==> src/rtl/core/gf2s_pkg.sv <==
// Shared constants and types for the GF(2) irreducible sieve.
// No dependencies.
package gf2s_pkg;

   localparam int ADDR_BITS  = 16;                 // sieve covers values below 2^ADDR_BITS
   localparam int HALF_BITS  = ADDR_BITS - 1;      // odd values only are stored
   localparam int PROD_BITS  = 2 * ADDR_BITS - 1;  // carry-less product width
   localparam int VALUE_BITS = 16;
   localparam int COUNT_BITS = 17;

   typedef logic [ADDR_BITS-1:0]  addr_type;
   typedef logic [HALF_BITS-1:0]  half_type;
   typedef logic [PROD_BITS-1:0]  prod_type;
   typedef logic [VALUE_BITS-1:0] value_type;
   typedef logic [COUNT_BITS-1:0] count_type;

   // mark memory write port
   typedef struct packed {
      logic     en;
      half_type addr;
      logic     data;
   } mark_wr_type;

endpackage

==> src/rtl/core/gf2s_clmul.sv <==
// Carry-less (GF(2) polynomial) multiplier, one product per cycle.
// Depends on gf2s_pkg.
module gf2s_clmul
   import gf2s_pkg::*;
(
   input  addr_type a,
   input  addr_type b,
   output prod_type prod
);

   always_comb begin
      prod = '0;
      for (int k = 0; k < ADDR_BITS; k++) begin
         if (b[k]) begin
            prod = prod ^ (PROD_BITS'(a) << k);
         end
      end
   end

endmodule

==> config.mk <==
export PLATFORM = sky130hd
export DESIGN_NAME = gf2s_clmul
export DESIGN_NICKNAME = d
export VERILOG_FILES = /design/src/rtl/core/gf2s_pkg.sv /design/src/rtl/core/gf2s_clmul.sv
export SDC_FILE = /design/constraint.sdc
export NUM_CORES = 1
export LEC_CHECK = 0
export BUFFER_PORTS_ARGS = -buffer_cell sky130_fd_sc_hd__buf_2
export CAP_MARGIN = 10
export CORE_UTILIZATION = 66
export DETAILED_ROUTE_END_ITERATION = 10
export PLACE_DENSITY = 0.91
export SYNTH_ARGS = -nofsm -noshare
export SYNTH_HDL_FRONTEND = slang
export SYNTH_SLANG_ARGS = --single-unit
==> constraint.sdc <==
create_clock -name vclk -period 3.7
set_clock_uncertainty 0.2 [all_clocks]
set_input_delay 0.74 -clock vclk [all_inputs]
set_output_delay 0.74 -clock vclk [all_outputs]
set_load 0.01 [all_outputs]
Word-level counts from Yosys, hierarchy flattened. Index checks and enable logic that the tools add are counted.

Input bits: 32. Register bits after elaboration: 0.

Bitwise gates (word level): 15. Mux-type cells: 16.

Operators with widths (number): $mux W31 (15); $xor A31 B18 Y31 (1); $xor A31 B19 Y31 (1); $xor A31 B20 Y31 (1); $xor A31 B21 Y31 (1); $xor A31 B22 Y31 (1); $xor A31 B23 Y31 (1); $xor A31 B24 Y31 (1); $xor A31 B25 Y31 (1); $xor A31 B26 Y31 (1); $xor A31 B27 Y31 (1); $xor A31 B28 Y31 (1); $xor A31 B29 Y31 (1); $xor A31 B30 Y31 (1); $xor A31 B31 Y31 (1); $xor A16 B17 Y17 (1); $mux W16 (1).

Logic depth before layout (Yosys ltp).
Word-level depth: 31. Depth in mapped cells: 7. Depth with buffers taken out: 5.

Worst setup path before layout. OpenSTA, ideal clock, no wires.

Path kind: input port to output port. Start point: input a[13]. End point: output prod[22]. Buffers on the path: 2. Cell stages on the path: 7. Data arrival time: 1.702 ns. Slack: 1.058 ns. Cells stage by stage: buf_2 > buf_6 > nand2_2 > xor2_1 > xnor2_1 > xnor2_1 > xnor2_1.

Word-level cells in the longest chain between the ends: 14.

Ends and longest elaborated chain: start, declared (RTL line gf2s_clmul.sv:6) `input addr_type a,`; $xor A31 B25 Y31 * (RTL line gf2s_clmul.sv:15) `prod = prod ^ (PROD_BITS'(a) << k);`; $mux W31 * (RTL line gf2s_clmul.sv:14) `if (b[k]) begin`; $xor A31 B26 Y31 (RTL line gf2s_clmul.sv:15); $mux W31 * (RTL line gf2s_clmul.sv:14); $xor A31 B27 Y31 (RTL line gf2s_clmul.sv:15); $mux W31 * (RTL line gf2s_clmul.sv:14); $xor A31 B28 Y31 (RTL line gf2s_clmul.sv:15); $mux W31 * (RTL line gf2s_clmul.sv:14); $xor A31 B29 Y31 (RTL line gf2s_clmul.sv:15); $mux W31 * (RTL line gf2s_clmul.sv:14); $xor A31 B30 Y31 (RTL line gf2s_clmul.sv:15); $mux W31 * (RTL line gf2s_clmul.sv:14); $xor A31 B31 Y31 (RTL line gf2s_clmul.sv:15); $mux W31 * (RTL line gf2s_clmul.sv:14); end, declared (RTL line gf2s_clmul.sv:8) `output prod_type prod`.

Mark *: on every way between the ends. The rest lies on a longest branch, timed or not.

Final worst setup path.
Start point: input b[7]. End point: output prod[11].

Word-level cells in the longest chain between the ends: 17.

Ends and longest elaborated chain: start, declared (RTL line gf2s_clmul.sv:7) `input addr_type b,`; $mux W31 * (RTL line gf2s_clmul.sv:14); $xor A31 B24 Y31 (RTL line gf2s_clmul.sv:15); $mux W31 * (RTL line gf2s_clmul.sv:14); $xor A31 B25 Y31 (RTL line gf2s_clmul.sv:15); $mux W31 * (RTL line gf2s_clmul.sv:14); $xor A31 B26 Y31 (RTL line gf2s_clmul.sv:15); $mux W31 * (RTL line gf2s_clmul.sv:14); $xor A31 B27 Y31 (RTL line gf2s_clmul.sv:15); $mux W31 * (RTL line gf2s_clmul.sv:14); $xor A31 B28 Y31 (RTL line gf2s_clmul.sv:15); $mux W31 * (RTL line gf2s_clmul.sv:14); $xor A31 B29 Y31 (RTL line gf2s_clmul.sv:15); $mux W31 * (RTL line gf2s_clmul.sv:14); $xor A31 B30 Y31 (RTL line gf2s_clmul.sv:15); $mux W31 * (RTL line gf2s_clmul.sv:14); $xor A31 B31 Y31 (RTL line gf2s_clmul.sv:15); $mux W31 * (RTL line gf2s_clmul.sv:14).

Marks and branches as above.

==> metrics.md <==
| Metric | Value |
|---|---|
| Worst-margin pin slew | 0.503 ns |
| Vias in the first global route | 3416 |
| DRC | 0 |
| Met3 wire len | 784 um |
| Simple-Gate Fraction of Synth Area | 28.6% |
| Lkg Pwr | 1.55 nW |
| Ranking of synthesized cells by area | xnor2_1 32%, nand2_1 19%, xor2_1 12%, xnor2_2 10%, buf_6 9.3% |
| Layout Cell Area excl Fill | 3710 um^2 |
| Area grow syn2layout | -6.88% |
| Layout cells sized above 1 | 26.5% |
| RSZ-0062 raised after global routing | no |
| DRT iter0 DRCs | 269 |
| WL final | 9380 um |
| # nets final | 578 |
| Final Total Pwr | 0.943 mW |
| Ant. Diodes | 0 |
| GRT Total Usage | 30.8% |
| Hold Vio Cnt, Final | 0 |
| Die X | 79.7 um |
| Synth Area in XOR/XNOR | 54.4% |
| Largest net degree at the start of global routing | 17 |
| Flip-flop and latch area | 0 um^2 |
| Setup Buffers After CTS | 0 |
| Max-slew violations | 0 |
| Metal-1 WL | 3660 um |
| Combinational family with the most area after synthesis | XOR/XNOR gates |
| Number of fill cells in the layout | 500 |
| Tcrit/Tclk final | 84.5% |
| Total grt overflow | 0 |
| Final ANT Viol Nets | 0 |
| Setup violations, final | 0 |
| Most frequent CP cell | xnor2_1 |
| Global-route wire length before repair | 15700 um |
| Largest delay share family, worst path | XOR/XNOR gates |
| Worst EP arrival | 2.18 ns |
| Peak Freq | 0.320 GHz |
| Rows | 27 |
| Initial antenna violation count | 0 |
| Yosys warns | 0 |
| Slew HR | 66.4% |
| Post-Synth Adder-Cell Area | 0% |
| # hold bufs at CTS | 0 |
| Max VDD drop | 0.000140 V |
| Count leader, synth | nand2_1 |
| Register area share after synthesis | 0% |
| Setup_tns | 0 ns |
| Maximum fanout along the worst path | 16 |
| Post-DP HPWL | 6310 um |
| Mux cell area share after synthesis | 0% |
| Top routing layer in use | met4 |
| Max-Cap Viols | 0 |
| Critical Path RT | 2.76 ns |
| Cts repair resizes | 0 |
| Routed vias | 3384 |
| Clkbuf count | 0 |
| Critical path startpoint category | primary input |
| Chip height | 79.7 um |
| I/O pin total | 63 |
| Min Tclk post-route | 3.12 ns |
| Synth Area in Compound Gates | 0% |
| Placer's final routability congestion estimate | 0.867 |
| Cell Area, Synth | 3980 um^2 |
| Worst hold path class | in -> out |
| Post-synth top area cell | xnor2_1 |
| Slowest stage delay, CP | 0.41 ns |
| Post-synth top area share | 31.9% |
| Post-DR wirelength/cell | 15.2 um |
| Die area | 6350 um^2 |
| PwrDens | 254 nW/um^2 |
| Distinct cells, synth | 13 |
| Worst Setup End Kind | output port |
| TritonRoute pass-1 iters | 4 |
| Syn avg cell area | 7.31 um^2 |
| Port bufs | 63 |
| Post-Syn Nets | 577 |
| Status | finished, final reports clean |
| Vias per std cell | 5.49 |
| Post-Syn Instances | 545 |
| Setup Crit Path Kind | in -> out |
| Critical-path cell list | buf_2 > nand2_1 > xor2_1 > xnor2_1 > xnor2_1 > xnor2_1 > buf_2 |
| FF+latch count | 0 |
| Core area | 5680 um^2 |
| Placed cell areas | 3710 um^2 |
| Slowest stage cell, crit path | buf_2 |
| Worst path bufs/invs | 2 |
| Synth top cells by count | 199 x nand2_1, 145 x xnor2_1, 54 x xor2_1 |
| Initial Util | 70.2% |
| Routed met2 length | 4720 um |
==> cells by family after synthesis <==
| kind of cell | Yosys count |
|---|---|
| simple gates | 256 |
| buf+inv | 64 |
| xor+xnor | 225 |
==> routing by layer <==
layer / GRT usage (%) / vias up
li1: - / 1571
met1: 35.5 / 1605
met2: 59.0 / 179
met3: 1.94 / 29
met4: 10.2 / 0
met5: 0 / -
==> power breakdown <==
group / internal, mW / switching, mW
clock: 0 / 0
sequential: 0 / 0
combinational: 0.438 / 0.505
==> worst min-delay path, delay by kind of cell <==
family	cells	cell delay, ns
XOR/XNOR	1	0.06
buffers and inverters	2	0.34
AND/OR/NAND/NOR	1	0.11
==> stage by stage <==
step           util (%)  std cells  hold WS (ns)  setup slack [ns]
3_5_place_dp       65.4        616          1.79             0.601
3_3_place_gp       65.4        616          1.79             0.670
6_report           65.4        616          1.80             0.575
2_1_floorplan         -        545          1.66              1.06
4_1_cts            65.4        616          1.79             0.589
5_1_grt            65.4        616          1.83             0.509
==> final timing paths <==
| check | from | endpoint | slack (ns) | depth (start not counted) |
|---|---|---|---|---|
| worst max-delay path | b[7] | prod[11] | 0.58 | 7 |
| worst min-delay path | a[1] | prod[1] | 1.80 | 4 |
==> cell usage in the layout, fill, tap and decap left out, drive strengths merged <==
cell	instances
nand2	254
xnor2	170
and2	2
buf	63
xor2	55
==> final cells by class <==
cell class         instances  area (um^2)  share of cell area, %
repair buffers            63          315                   8.50
well taps                 72         90.1                   2.43
multi-input cells        481         3300                   89.1
(Power assumes the default switching activity.)
